$ cat config.mk
export PLATFORM = sky130hd
export DESIGN_NAME = substring_first_match_unit
export DESIGN_NICKNAME = d
export VERILOG_FILES = /design/src/sv/sfm_pkg.sv /design/src/sv/substring_first_match_unit.sv
export SDC_FILE = /design/constraint.sdc
export NUM_CORES = 1
export LEC_CHECK = 0
export BUFFER_PORTS_ARGS = -buffer_cell sky130_fd_sc_hd__buf_2
export CAP_MARGIN = 20
export CORE_MARGIN = 3
export CORE_UTILIZATION = 50
export DETAILED_ROUTE_END_ITERATION = 10
export PLACE_DENSITY = 0.75
export SLEW_MARGIN = 20
export SYNTH_ARGS = -nofsm -noshare
export SYNTH_HDL_FRONTEND = slang
export SYNTH_SLANG_ARGS = --single-unit
$ cat constraint.sdc
create_clock -name clk -period 22 [get_ports clk]
set_input_delay 1.1 -clock clk [delete_from_list [all_inputs] [get_ports clk]]
set_output_delay 1.1 -clock clk [all_outputs]
set_load 0.005 [all_outputs]
$ cat src/sv/sfm_pkg.sv
// shared types and constants for the substring first-match search
// no dependencies

package sfm_pkg;

  localparam int PatternMax    = 8;
  localparam int PositionWidth = 16;
  localparam int RecentWidth   = 8 * (PatternMax - 1);
  localparam int LenWidth      = 4;
  localparam int TextLenWidth  = 16;
  localparam int StartWidth    = 17;
  localparam int AddrWidth     = 5;
  localparam int DataWidth     = 64;

  localparam logic [1:0] REG_PATTERN_BYTES  = 2'd0;
  localparam logic [1:0] REG_PATTERN_LENGTH = 2'd1;
  localparam logic [1:0] REG_TEXT_LENGTH    = 2'd2;
  localparam logic [1:0] REG_START_INDEX    = 2'd3;

  typedef struct packed {
    logic [7:0] text_byte;
    logic       last_byte;
  } in_item_t;

  typedef struct packed {
    logic                     found;
    logic [PositionWidth-1:0] first_position;
    logic [PositionWidth-1:0] last_position;
  } out_item_t;

endpackage

$ cat src/sv/substring_first_match_unit.sv
// substring first-match search over a byte stream, with apb register port
// depends on sfm_pkg
// a result is registered in the output stage as the byte that causes it leaves the byte stage
// throughput: one byte per cycle; a held result does not block intake until the
//   byte stage also holds a result
// reset: rst_n synchronous active low, clears registers, stream state and valids

module substring_first_match_unit
  import sfm_pkg::*;
(
  input  logic                 clk,
  input  logic                 rst_n,
  input  logic                 in_valid,
  output logic                 in_stall,
  input  in_item_t             in_data,
  output logic                 out_valid,
  input  logic                 out_stall,
  output out_item_t            out_data,
  input  logic                 psel,
  input  logic                 penable,
  input  logic                 pwrite,
  input  logic [AddrWidth-1:0] paddr,
  input  logic [DataWidth-1:0] pwdata,
  output logic [DataWidth-1:0] prdata,
  output logic                 pready
);

  logic [DataWidth-1:0]     pat_bytes_r;
  logic [LenWidth-1:0]      pat_len_r;
  logic [TextLenWidth-1:0]  text_len_r;
  logic [StartWidth-1:0]    start_idx_r;

  logic                     s1_valid_r;
  in_item_t                 s1_data_r;
  logic [RecentWidth-1:0]   recent_r;
  logic [PositionWidth-1:0] pos_r;
  logic                     reported_r;
  logic                     out_valid_r;
  out_item_t                out_data_r;

  logic [1:0]               reg_sel;
  logic                     cfg_wr;
  logic [DataWidth-1:0]     window;
  logic                     beyond;
  logic [PositionWidth-1:0] pos_nxt;
  logic [StartWidth:0]      start_ext;
  logic [StartWidth:0]      start_adj;
  logic [StartWidth-1:0]    start_res;
  logic [PositionWidth-1:0] first0;
  logic [PatternMax:1]      len_match;
  logic                     win_match;
  logic                     match;
  logic                     emit;
  logic                     s1_adv;
  logic                     in_accept;

  assign reg_sel = paddr[AddrWidth-1:AddrWidth-2];
  assign cfg_wr  = psel && penable && pwrite;
  assign pready  = 1'b1;

  always_comb begin
    case (reg_sel)
      REG_PATTERN_BYTES:  prdata = pat_bytes_r;
      REG_PATTERN_LENGTH: prdata = {{(DataWidth-LenWidth){1'b0}}, pat_len_r};
      REG_TEXT_LENGTH:    prdata = {{(DataWidth-TextLenWidth){1'b0}}, text_len_r};
      default:            prdata = {{(DataWidth-StartWidth){1'b0}}, start_idx_r};
    endcase
  end

  always_ff @(posedge clk) begin
    if (!rst_n) begin
      pat_bytes_r <= '0;
      pat_len_r   <= '0;
      text_len_r  <= '0;
      start_idx_r <= '0;
    end else if (cfg_wr) begin
      unique case (reg_sel)
        REG_PATTERN_BYTES:  pat_bytes_r <= pwdata;
        REG_PATTERN_LENGTH: pat_len_r   <= pwdata[LenWidth-1:0];
        REG_TEXT_LENGTH:    text_len_r  <= pwdata[TextLenWidth-1:0];
        REG_START_INDEX:    start_idx_r <= pwdata[StartWidth-1:0];
        default: ;
      endcase
    end
  end

  // resolved 0-based start
  always_comb begin
    start_ext = {start_idx_r[StartWidth-1], start_idx_r};
    if (start_ext[StartWidth])
      start_adj = start_ext + {{(StartWidth+1-TextLenWidth){1'b0}}, text_len_r}
                  + {{StartWidth{1'b0}}, 1'b1};
    else
      start_adj = start_ext;
    if (!start_adj[StartWidth] && (start_adj != '0))
      start_res = start_adj[StartWidth-1:0] - {{(StartWidth-1){1'b0}}, 1'b1};
    else
      start_res = '0;
  end

  assign window  = {recent_r, s1_data_r.text_byte};
  assign beyond  = (pos_r == {PositionWidth{1'b1}});
  assign pos_nxt = beyond ? pos_r : pos_r + {{(PositionWidth-1){1'b0}}, 1'b1};
  assign first0  = pos_nxt - {{(PositionWidth-LenWidth){1'b0}}, pat_len_r};

  // per-length window compare, newest byte is the last pattern byte
  always_comb begin
    for (int l = 1; l <= PatternMax; l++) begin
      len_match[l] = 1'b1;
      for (int k = 0; k < l; k++) begin
        if (window[8*(l-1-k) +: 8] != pat_bytes_r[8*k +: 8])
          len_match[l] = 1'b0;
      end
    end
    win_match = 1'b0;
    for (int l = 1; l <= PatternMax; l++) begin
      if (pat_len_r == LenWidth'(l))
        win_match = len_match[l];
    end
  end

  assign match = !reported_r && !beyond && win_match
                 && (pos_nxt >= {{(PositionWidth-LenWidth){1'b0}}, pat_len_r})
                 && (pos_nxt <= text_len_r)
                 && ({1'b0, first0} >= start_res);
  assign emit  = match || (s1_data_r.last_byte && !reported_r);

  assign s1_adv    = s1_valid_r && (!emit || !out_valid_r || !out_stall);
  assign in_stall  = s1_valid_r && !s1_adv;
  assign in_accept = in_valid && !in_stall;

  always_ff @(posedge clk) begin
    if (!rst_n) begin
      s1_valid_r <= 1'b0;
    end else if (in_accept) begin
      s1_valid_r <= 1'b1;
    end else if (s1_adv) begin
      s1_valid_r <= 1'b0;
    end
  end

  always_ff @(posedge clk) begin
    if (in_accept) begin
      s1_data_r <= in_data;
    end
  end

  always_ff @(posedge clk) begin
    if (!rst_n) begin
      recent_r   <= '0;
      pos_r      <= '0;
      reported_r <= 1'b0;
    end else if (s1_adv) begin
      if (s1_data_r.last_byte) begin
        recent_r   <= '0;
        pos_r      <= '0;
        reported_r <= 1'b0;
      end else begin
        recent_r   <= window[RecentWidth-1:0];
        pos_r      <= pos_nxt;
        reported_r <= reported_r || match;
      end
    end
  end

  always_ff @(posedge clk) begin
    if (!rst_n) begin
      out_valid_r <= 1'b0;
    end else if (s1_adv && emit) begin
      out_valid_r <= 1'b1;
    end else if (!out_stall) begin
      out_valid_r <= 1'b0;
    end
  end

  always_ff @(posedge clk) begin
    if (s1_adv && emit) begin
      out_data_r.found          <= match;
      out_data_r.first_position <= match ? first0 + {{(PositionWidth-1){1'b0}}, 1'b1} : '0;
      out_data_r.last_position  <= match ? pos_nxt : '0;
    end
  end

  assign out_valid = out_valid_r;
  assign out_data  = out_data_r;

endmodule
# Word level (Yosys, flattened, before mapping)
# Index checks and enable logic that the tools add are counted.
# word_totals
regBits	218
word_cells	159
# op_classes
addsub	6
order_cmp	3
n_eq_ne	49
muxes	55
reduce_logical	32
# op_table
cell	n
inequality test 8 bit	36
case mux 64 bit (3 select lines)	1
two-way mux 56 bit	1
two-way mux 1 bit	49
adder 16 x 1 -> 16 bit, second input constant	2
two-way mux 16 bit	2
adder 17 x 17 -> 18 bit	1
adder 18 x 1 -> 18 bit, second input constant	1
two-way mux 18 bit	1
nonzero test 18 bit	1
>= comparator 16 x 17 -> 1 bit	1
two-way mux 17 bit	1
subtractor 17 x 1 -> 17 bit, second input constant	1
equality test 16 bit, second input constant	1
equality test 4 x 3 -> 1 bit, second input constant	4
>= comparator 16 x 4 -> 1 bit	1
<= comparator 16 bit	1
subtractor 16 x 4 -> 16 bit	1
logical AND 1 bit	13
equality test 4 x 2 -> 1 bit, second input constant	2
zero test 1 bit	8
AND reduction 2 bit	4
equality test 2 bit, second input constant	2
equality test 4 x 1 -> 1 bit, second input constant	1
other kinds (6)	9

# Depth between registers and ports, before layout
# Gate-level depths: netlist of run 1.
# logic_depth
depth_word	24
depth_mapped	27
mapped_depth_nobuf	25

# Least setup slack after synthesis of run 1
# No wires, ideal clock.
# synth_path
path_type	reg2reg
start	register pos_r[0]
end	register out_data_r (netlist bit out_data[0]) (enable)
setup_time_ps	432
t_arrival_ps	6619
t_required_ps	21568
path_slack_ps	14949
stages_incl_launch_ff	25
path_buffers	2
path_cell_list	dfxtp_1 -> ha_1 -> nand3_1 -> nor3_4 -> nand3_1 -> xnor2_1 -> ha_1 -> fa_1 -> nand2b_1 -> a21oi_1 -> nor2_1 -> nand4_4 -> nor2_1 -> o21ai_0 -> xnor2_1 -> ha_1 -> a21o_1 -> a21o_1 -> a2111oi_0 -> nor3b_1 -> a41o_1 -> buf_4 -> nand2_8 -> buf_6 -> a21boi_1
# synth_between
elab_chain_len	13
word_cells_on_any_way	19
# synth_rtl
element	line_no	rtl
start, declared	substring_first_match_unit.sv:36	logic [PositionWidth-1:0] pos_r;
start signal, assigned	substring_first_match_unit.sv:160	pos_r <= pos_nxt;
branches (longest 6 deep; another with >= comparator 16 x 17 -> 1 bit)	--	
logical AND 1 bit *	substring_first_match_unit.sv:125	&& ({1'b0, first0} >= start_res);
logical OR 1 bit *	substring_first_match_unit.sv:126	assign emit = match || (s1_data_r.last_byte && !reported_r);
zero test 1 bit	substring_first_match_unit.sv:128	assign s1_adv = s1_valid_r && (!emit || !out_valid_r || !out_stall);
logical OR 1 bit (2 in a row)	substring_first_match_unit.sv:128	
logical AND 1 bit	substring_first_match_unit.sv:128	
logical AND 1 bit *	substring_first_match_unit.sv:177	if (s1_adv && emit) begin
end, declared	substring_first_match_unit.sv:39	out_item_t out_data_r;
# Every way passes the cells marked *.
# A chain may end at the register's enable or synchronous reset.

# Worst setup path in the final report of run 1
# layout_path
start	register pos_r[0]
end	output in_stall
# layout_between
word_cells_on_any_way	20
# layout_rtl
element	line_no	rtl
adder 16 x 1 -> 16 bit or equality test 16 bit (tied branches)	substring_first_match_unit.sv:103, substring_first_match_unit.sv:102	
two-way mux 16 bit *	substring_first_match_unit.sv:103	assign pos_nxt = beyond ? pos_r : pos_r + {{(PositionWidth-1){1'b0}}, 1'b1};
net pos_nxt[1]	substring_first_match_unit.sv:45	logic [PositionWidth-1:0] pos_nxt;
branches (longest 3 deep; another with >= comparator 16 x 17 -> 1 bit)	--	
logical AND 1 bit *	substring_first_match_unit.sv:125	
logical OR 1 bit *	substring_first_match_unit.sv:126	
zero test 1 bit *	substring_first_match_unit.sv:128	
logical OR 1 bit * (2 in a row)	substring_first_match_unit.sv:128	
logical AND 1 bit *	substring_first_match_unit.sv:128	
zero test 1 bit *	substring_first_match_unit.sv:129	assign in_stall = s1_valid_r && !s1_adv;
logical AND 1 bit *	substring_first_match_unit.sv:129	
end, declared	substring_first_match_unit.sv:14	output logic in_stall,
# Mark *: on every way through the listed nets, which the timed path passes.

==> results of run 1 <==
==> where the power goes <==
part           switching [mW]  total [mW]  internal [mW]
combinational          0.0707       0.120         0.0492
clock                   0.171       0.409          0.238
sequential             0.0163       0.430          0.413
==> Yosys cell counts, types with 56 or more instances <==
cell type	n
a21boi_0	100
a21boi_1	73
and2_1	56
clkbuf_1	129
dfxtp_1	176
ha_1	57
nand2_1	259
nand3_1	175
nand4_1	58
nor2_1	63
nor4_1	61
xnor2_1	136
xor2_1	193
==> worst max path at each step <==
stage | from | to | slack (ps) | cells after the start
2_1_floorplan | pos_r[0]$_SDFFE_PN0P_ | out_data[0]$_SDFFCE_PN0P_ | 14950 | 24
3_3_place_gp | pos_r[0]$_SDFFE_PN0P_ | s1_data_r[1]$_DFFE_PP_ | 14330 | 26
3_5_place_dp | pos_r[0]$_SDFFE_PN0P_ | s1_data_r[1]$_DFFE_PP_ | 14220 | 26
4_1_cts | pos_r[0]$_SDFFE_PN0P_ | in_stall | 13690 | 26
5_1_grt | pos_r[1]$_SDFFE_PN0P_ | in_stall | 13170 | 26
6_report | pos_r[0]$_SDFFE_PN0P_ | in_stall | 13580 | 26
==> logic make-up (layout without fill, tap and decap cells) <==
family | after synthesis | after routing
AO/OA/AOI/OAI | 344 | 344
other | 1 | 1
AND/OR/NAND/NOR | 778 | 778
XOR/XNOR | 331 | 331
multiplexers | 24 | 24
buffers and inverters | 243 | 298
adder cells (fa/ha/maj) | 59 | 59
flip-flops | 218 | 218
==> metal layers <==
layer	global-route usage	vias up	share of wire	wire, um
met5	0	-	0	0
met4	0.0913	0	0.034	1940
met3	0.0534	119	0.087	4920
met2	0.477	722	0.43	24300
met1	0.447	7187	0.45	25200
li1	-	6978	-	-
==> area by class of cell <==
| cell class | count | area [sq um] |
|---|---|---|
| Multi-Input combinational cell | 1537 | 10500 |
| Clock buffer | 31 | 658 |
| Sequential cell | 218 | 4780 |
| Clock inverter | 15 | 149 |
| Timing Repair Buffer | 199 | 1060 |
| Inverter | 53 | 200 |
| Fill cell | 2986 | 13900 |
| Tap cell | 435 | 544 |
==> flip-flops by register name, indices dropped and copies added (netlist names) <==
name	cells
pat_len_r	4
s1_data_r	9
reported_r	1
start_idx_r	17
recent_r	56
pat_bytes_r	64
s1_valid_r	1
pos_r	16
text_len_r	16
out_data	33
out_valid	1
==> worst register-to-register path: cells and delay by family, from the launching register on <==
kind            cells  cell delay (ps)
simple gates       11             2330
fa+ha+maj           3              940
mux                 1              520
xor+xnor            1              350
compound gates      7             2660
buf+inv             1              190
flops               1              440
==> per-stage QoR <==
| step | instance area [sq um] | setup slack [ps] | power, mW | utilization | cells |
|---|---|---|---|---|---|
| 5_1_grt | 17900 | 13170 | 0.992 | 0.563 | 2488 |
| 6_report | 17900 | 13580 | 0.959 | 0.563 | 2488 |
| 2_1_floorplan | 16300 | 14950 | 0.517 | - | 1998 |
| 4_1_cts | 17900 | 13690 | 0.964 | 0.563 | 2488 |
| 3_3_place_gp | 17100 | 14330 | 0.553 | 0.537 | 2441 |
| 3_5_place_dp | 17100 | 14220 | 0.556 | 0.537 | 2442 |
==> qor.yml, run 1 <==
outcome: "complete, no violations"
vias: 15000
min_to: "pat_bytes_r[6]$_SDFFE_PN0P_"
seq_area_frac_synth: 0.294
setup_viol: 0
antenna_left: 0
max_freq_ghz: 0.119
cts_hold_buf: 0
min_period_ps: 8420
layout_commonest_cell: "nand2_1"
clkTransAtPathRegs_ps: 60
crit_required_ps: 20900
finalNetCount: 2178
grt_max_degree: 137
dr.pass1.iters: 6
whs_ps: 470
die_area_sq_um: 34800
synth_top_family_by_area: "simple AND/OR/NAND/NOR gates"
cpPeakStageDelay_ps: 750
portBuffers: 180
synthTopCellsByArea: "dfxtp_1 (22%), xor2_1 (10%), edfxtp_1 (7.7%)"
dieWidth_um: 186
cap_violations: 0
slew_headroom: 0.330
layout-drive-gt1-share: 0.139
antenna_found_initial: 0
synth_compound_area_frac: 0.155
synth-edff-count: 42
cts_sinks: 218
synth_xor_xnor_area_share: 0.179
yosysWarnings: 0
area_growth_pct: 9.97
synthSimpleGateAreaFrac: 0.243
power_density_nw_per_um2: 53.6
synth.area.mux_share: 0.0195
timing.final.crit_share: 0.383
worst-path-buf-inv: 3
syn-cell-area_sq_um: 16300
grt.overflow.total: 0
slowest_stage: "a2111oi_0"
yosys.area.top_type: "dfxtp_1"
synth_cell_type_count: 88
crit_family: "simple AND/OR/NAND/NOR gates"
cts.repair.resized: 0
r2r-start: "pos_r[0]$_SDFFE_PN0P_"
wl_mm: 56.3
synth_cells: 1998
gp_congestion: 0.999
grt_pass1_wl_mm: 85.5
ys.flop_type: "dfxtp_1"
hp-class: "reg2reg"
arrival_ps: 7320
grt_pass1_vias: 14100
drc_errors: 0
finalMaxSlewViolations: 0
syn-num-nets: 2142
worst_setup_path_end_kind: "output pin"
timing.rr.end: "out_data[5]$_SDFFCE_PN0P_"
min-delay-start: "pat_bytes_r[6]$_SDFFE_PN0P_"
grt_usage: 0.310
mostFrequentLayoutCells: "nand2_1 (258), xor2_1 (193), buf_2 (179)"
clock-root-buffer: "clkbuf_16"
synth-async-reset-ratio: 0
holdPathStages: 2
synth_top_area_frac: 0.216
p_leak_nw: 7.58
ys_seq_elements: 218
tightest_slew_ps: 1000
ioPinCount: 185
antennaDiodeCount: 0
coreArea_sq_um: 31800
clk_latency_ps: 550
tritoncts: "yes"
synthAdderAreaFrac: 0.0463
first_iter_violations: 1545
startpoint_type: "flop"
die_h_um: 186
fin_setup_tns_ps: 0
hold_violations: 0
h-tree-depth: 1
syn_area_per_cell_sq_um: 8.15
critPathKind: "reg2out"
ff2ff_setup_slack_ps: 14180
dp_hpwl_mm: 40.7
cp_max_fo: 36
peakVddDrop_mv: 0.0588
viasPerCell: 6.03
numCtsBuffers: 25
reg2reg_depth: 24
fin_skew_ps: 22.4
post_cts_buffers: 0
start_util: 0.512
placementRows: 65
post_drt_wl_per_cell_um: 22.6
rsz0062_at_grt: "false"
clockBufferDepth: 3
Note: power is estimated with default switching activity, not from simulation.
==> inputs of run 2 (changes only) <==
clock period = 8 ns   (was 22 ns; I/O delays follow)
==> run 2 against run 1 <==
Against the previous run:
- worst setup slack lost 13000 ps
- highest routed layer is now met5
- critical endpoint unchanged
- global-route usage shrank 0.42 points
- largest power group unchanged
- largest cell class unchanged
- clock power grew to 2.9 times the previous value
==> qor.yml, run 2 (synthesis results as in run 1) <==
critPathKind: "reg2out"  # unchanged
max_freq_ghz: 0.137
p_leak_nw: 7.61  # was 7.58 nW
finalMaxSlewViolations: 0  # unchanged
hold_violations: 0  # unchanged
finalWorstSetupSlack_ps: 677  # was 13580 ps
placementRows: 65  # unchanged
die_area_sq_um: 34800  # unchanged
place_ws_ps: 931  # was 14220 ps
clk_latency_ps: 540  # was 550 ps
rsz0062_at_grt: "false"  # unchanged
h-tree-depth: 1  # unchanged
drc_errors: 0  # unchanged
power_mw: 2.68  # was 0.959 mW
regMostFlops: "pat_bytes_r"  # unchanged
wl_mm: 55.5  # was 56.3 mm
setup_viol: 0  # unchanged
finalNetCount: 2184  # was 2178
worst_setup_path_end_kind: "output pin"  # unchanged
antenna_left: 0  # unchanged
worst-path-buf-inv: 2  # was 3
outcome: "complete, no violations"  # unchanged
cap_violations: 0  # unchanged
tritoncts: "yes"  # unchanged
first_iter_violations: 1787  # was 1545
min_period_ps: 7320
peakVddDrop_mv: 0.142  # was 0.0588 mV
arrival_ps: 6920  # was 7320 ps
dieWidth_um: 186  # unchanged
layout-drive-gt1-share: 0.144  # was 0.139
wl_met2_mm: 23.6  # was 24.3 mm
cts.repair.resized: 0  # unchanged
coreArea_sq_um: 31800  # unchanged
viasPerCell: 6.07  # was 6.03
grt_max_degree: 105  # was 137
slowest_stage: "a2111oi_0"  # unchanged
area_growth_pct: 10.5  # was 9.97%
crit_required_ps: 7600  # was 20900 ps
fin_skew_ps: 25.2  # was 22.4 ps
clkTransAtPathRegs_ps: 60  # about the same
vias: 15100  # was 15000
startpoint_type: "flop"  # unchanged
gp_congestion: 1.02  # was 0.999
cp_max_fo: 8  # was 36
clock-root-buffer: "clkbuf_16"  # unchanged
grt_usage: 0.306  # was 0.310
dp_hpwl_mm: 40.1  # was 40.7 mm
wl_met3_mm: 5.37  # was 4.92 mm
layout_commonest_cell: "nand2_1"  # unchanged
ioPinCount: 185  # unchanged
start_util: 0.512  # unchanged
slew_headroom: 0.355  # was 0.330
wl_met1_mm: 24.5  # was 25.2 mm
tightest_slew_ps: 965  # was 1000 ps
post_cts_buffers: 0  # unchanged
antenna_found_initial: 2  # was 0
mostFrequentLayoutCells: "nand2_1 (258), xor2_1 (193), buf_2 (179)"  # unchanged
grt_pass1_vias: 14100  # about the same
cts_hold_buf: 0  # unchanged
portBuffers: 180  # unchanged
dr.pass1.iters: 6  # unchanged
grt.overflow.total: 0  # unchanged
grt_pass1_wl_mm: 84.8  # was 85.5 mm
dr.max_layer_used: "met5"  # was met4
largest_reg_flops: 64  # unchanged
power_density_nw_per_um2: 149  # was 53.6 nW/um^2
cts_sinks: 218  # unchanged
post_drt_wl_per_cell_um: 22.3  # was 22.6 um
hp-class: "in2reg"  # was reg2reg
antennaDiodeCount: 0  # unchanged
numCtsBuffers: 25  # unchanged
clockBufferDepth: 3  # unchanged
die_h_um: 186  # unchanged
crit_family: "compound AO/OA/AOI/OAI gates"  # was simple AND/OR/NAND/NOR gates
fin_setup_tns_ps: 0  # unchanged
cpPeakStageDelay_ps: 730  # was 750 ps
timing.final.crit_share: 0.915
==> run 2: final cells by class <==
type	instances	area, sq um
Clock buffer	33	706
Clock inverter	13	150
Fill cell	2968	13800
Timing Repair Buffer	205	1100
Sequential cell	218	4780
Inverter	53	200
Multi-Input combinational cell	1537	10500
Tap cell	435	544
==> run 2: final timing paths <==
check,slack (ps),cells after the start,to,start
max,680,25,in_stall,pos_r[0]$_SDFFE_PN0P_
min,30,1,s1_data_r[5]$_DFFE_PP_,in_data[5]
max reg2reg,810,25,out_data[25]$_SDFFCE_PN0P_,pos_r[0]$_SDFFE_PN0P_
min reg2reg,480,2,recent_r[55]$_SDFFE_PN0P_,recent_r[55]$_SDFFE_PN0P_
==> run 2: power by group <==
group / total (mW) / internal [mW] / switching (mW)
logic: 0.332 / 0.137 / 0.195
registers: 1.18 / 1.14 / 0.0448
clock network: 1.17 / 0.693 / 0.475
total: 2.68 / 1.97 / 0.715
==> run 2: metrics by stage <==
| stage | area [sq um] | instances | utilization | hold slack (ps) |
|---|---|---|---|---|
| after detailed placement | 17100 | 2448 | 0.539 | 461 |
| after floorplan | 16300 | 1998 | - | 454 |
| after global placement | 17100 | 2447 | 0.538 | 456 |
| after CTS | 18000 | 2494 | 0.565 | 12.2 |
| after global routing | 18000 | 2494 | 0.566 | 22.8 |
| final | 18000 | 2494 | 0.566 | 28.6 |
==> run 2: layer usage <==
layer  up-vias  track usage
met2       808        0.460
met1      7225        0.445
met4         4        0.104
met5         -            0
li1       6974            -
met3       138       0.0511
==> inputs of run 3 (changes only) <==
CTS_CLUSTER_DIAMETER = 40   (was not set)
PLACE_DENSITY = 0.77   (was 0.75)
clock period = 7.7 ns   (was 8 ns; I/O delays follow)
==> run 3 against run 2 <==
Against the previous run:
- final cell count up 0.56%
- flip-flop and latch count unchanged
- clock power up 31%
- sequential share of layout area down 0.45 points
- register-to-register slack better by 100 ps
- critical path depth up 1
- combinational power up 6%
- worst setup slack worse by 170 ps
- core utilization up 0.97 points
- worst hold slack worse by 0.96 ps
- power up 16%
- non-clock buffer count down 1
- largest cell class unchanged
- highest routed layer unchanged
==> qor.yml, run 3 (synthesis results as in run 1) <==
crit_required_ps: 7320  # was 7600 ps
design_area_sq_um: 18300  # was 18000 sq um
coreArea_sq_um: 31800  # unchanged
holdPathStages: 1  # unchanged
mostFrequentLayoutCells: "nand2_1 (258), xor2_1 (193), buf_2 (179)"  # unchanged
n_fill_cell: 2903  # was 2968
hp-class: "in2reg"  # unchanged
slew_headroom: 0.411  # was 0.355
fin_setup_tns_ps: 0  # unchanged
setup_viol: 0  # unchanged
first_iter_violations: 1782  # was 1787
timing.final.crit_share: 0.934
whs_ps: 27.6  # was 28.6 ps
gp_congestion: 1.05  # was 1.02
rsz0062_at_grt: "false"  # unchanged
die_area_sq_um: 34800  # unchanged
antenna_found_initial: 2  # unchanged
die_h_um: 186  # unchanged
grt_pass1_vias: 14400  # was 14100
cts_sinks: 218  # unchanged
dr.pass1.iters: 6  # unchanged
worst_setup_path_end_kind: "output pin"  # unchanged
cp_max_fo: 8  # unchanged
finalNetCount: 2192  # was 2184
clkTransAtPathRegs_ps: 60  # about the same
max_freq_ghz: 0.139
p_leak_nw: 7.76  # was 7.61 nW
layout-drive-gt1-share: 0.153  # was 0.144
area_growth_pct: 12.4  # was 10.5%
clk_latency_ps: 530  # was 540 ps
drc_errors: 0  # unchanged
tightest_slew_ps: 882  # was 965 ps
portBuffers: 180  # unchanged
fin_skew_ps: 18.9  # was 25.2 ps
dieWidth_um: 186  # unchanged
power_mw: 3.11  # was 2.68 mW
critPathKind: "reg2out"  # unchanged
wl_mm: 55.6  # was 55.5 mm
dp_hpwl_mm: 39.6  # was 40.1 mm
antenna_left: 0  # unchanged
peakVddDrop_mv: 0.211  # was 0.142 mV
outcome: "complete, no violations"  # unchanged
finalMaxSlewViolations: 0  # unchanged
grt_pass1_wl_mm: 84.9  # was 84.8 mm
tritoncts: "yes"  # unchanged
largest_reg_flops: 64  # unchanged
cts_hold_buf: 0  # unchanged
clock-root-buffer: "clkbuf_16"  # unchanged
arrival_ps: 6810  # was 6920 ps
ioPinCount: 185  # unchanged
numCtsBuffers: 34  # was 25
hold_violations: 0  # unchanged
post_drt_wl_per_cell_um: 22.2  # was 22.3 um
viasPerCell: 6.09  # was 6.07
place_area_sq_um: 17100  # about the same
reg2reg_depth: 27  # was 25
utilization: 0.575  # was 0.566
vias: 15300  # was 15100
grt.overflow.total: 0  # unchanged
power_density_nw_per_um2: 170  # was 149 nW/um^2
grt_max_degree: 96  # was 105
start_util: 0.512  # unchanged
antennaDiodeCount: 0  # unchanged
clockBufferDepth: 3  # unchanged
startpoint_type: "flop"  # unchanged
cap_violations: 0  # unchanged
regMostFlops: "pat_bytes_r"  # unchanged
h-tree-depth: 2  # was 1
min_period_ps: 7190
grt_usage: 0.307  # was 0.306
layout_commonest_cell: "nand2_1"  # unchanged
placementRows: 65  # unchanged
run 3: area by class of cell:
type | instances | area (sq um) | share of cell area
clock buffers | 37 | 903 | 0.0494
clock inverters | 24 | 254 | 0.0139
inverters | 53 | 200 | 0.0109
multi-input cells | 1537 | 10500 | 0.575
flip-flops and latches | 218 | 4780 | 0.261
well taps | 435 | 544 | 0.0297
repair buffers | 204 | 1100 | 0.0599
run 3: through the flow:
stage | std cells | setup slack [ps]
floorplan | 1998 | 649
global placement | 2446 | 1140
detailed placement | 2447 | 996
CTS | 2508 | 524
global route | 2508 | 70.6
finish | 2508 | 506
run 3: worst max-delay path, stage by stage (launching register included):
cell and delay, ps:
dfxtp_1 460, ha_1 290, and3_1 310, nand3_1 150
nor2_1 450, nor2_1 120, xnor2_1 320, inv_1 140
ha_1 320, inv_1 100, a21oi_1 50, nor2_1 280
nand4_4 160, nor2_1 290, xnor2_1 240, ha_1 390
o21a_1 150, o211ai_1 120, a211o_1 290, a31oi_1 190
a2111oi_0 90, buf_4 160, nor3_1 170, o211ai_1 140
a311o_2 460, a211oi_4 300, buf_2 160
run 3: power by group:
part           total [mW]  switching (mW)  internal, mW  leakage [nW]
clock network        1.53           0.595         0.939         0.565
registers            1.23          0.0478          1.18          1.82
logic               0.351           0.205         0.146          5.37
run 3: worst paths after layout:
kind                                from                           to  slack, ps
max                pos_r[0]$_SDFFE_PN0P_                     in_stall        510
min                           in_data[1]       s1_data_r[1]$_DFFE_PP_         30
max reg2reg        pos_r[0]$_SDFFE_PN0P_        pos_r[8]$_SDFFE_PN0P_        910
min reg2reg  pat_bytes_r[8]$_SDFFE_PN0P_  pat_bytes_r[8]$_SDFFE_PN0P_        470
run 3: repair_timing:
item,in CTS,in global routing
setup buffers,0,0
setup endpoints to repair,0,1
gates resized for setup,0,4
run 3: per-layer routing:
metal	part of all wire	track usage
met1	0.42	0.439
met2	0.43	0.469
met3	0.11	0.0526
met4	0.037	0.112
met5	0.00014	0
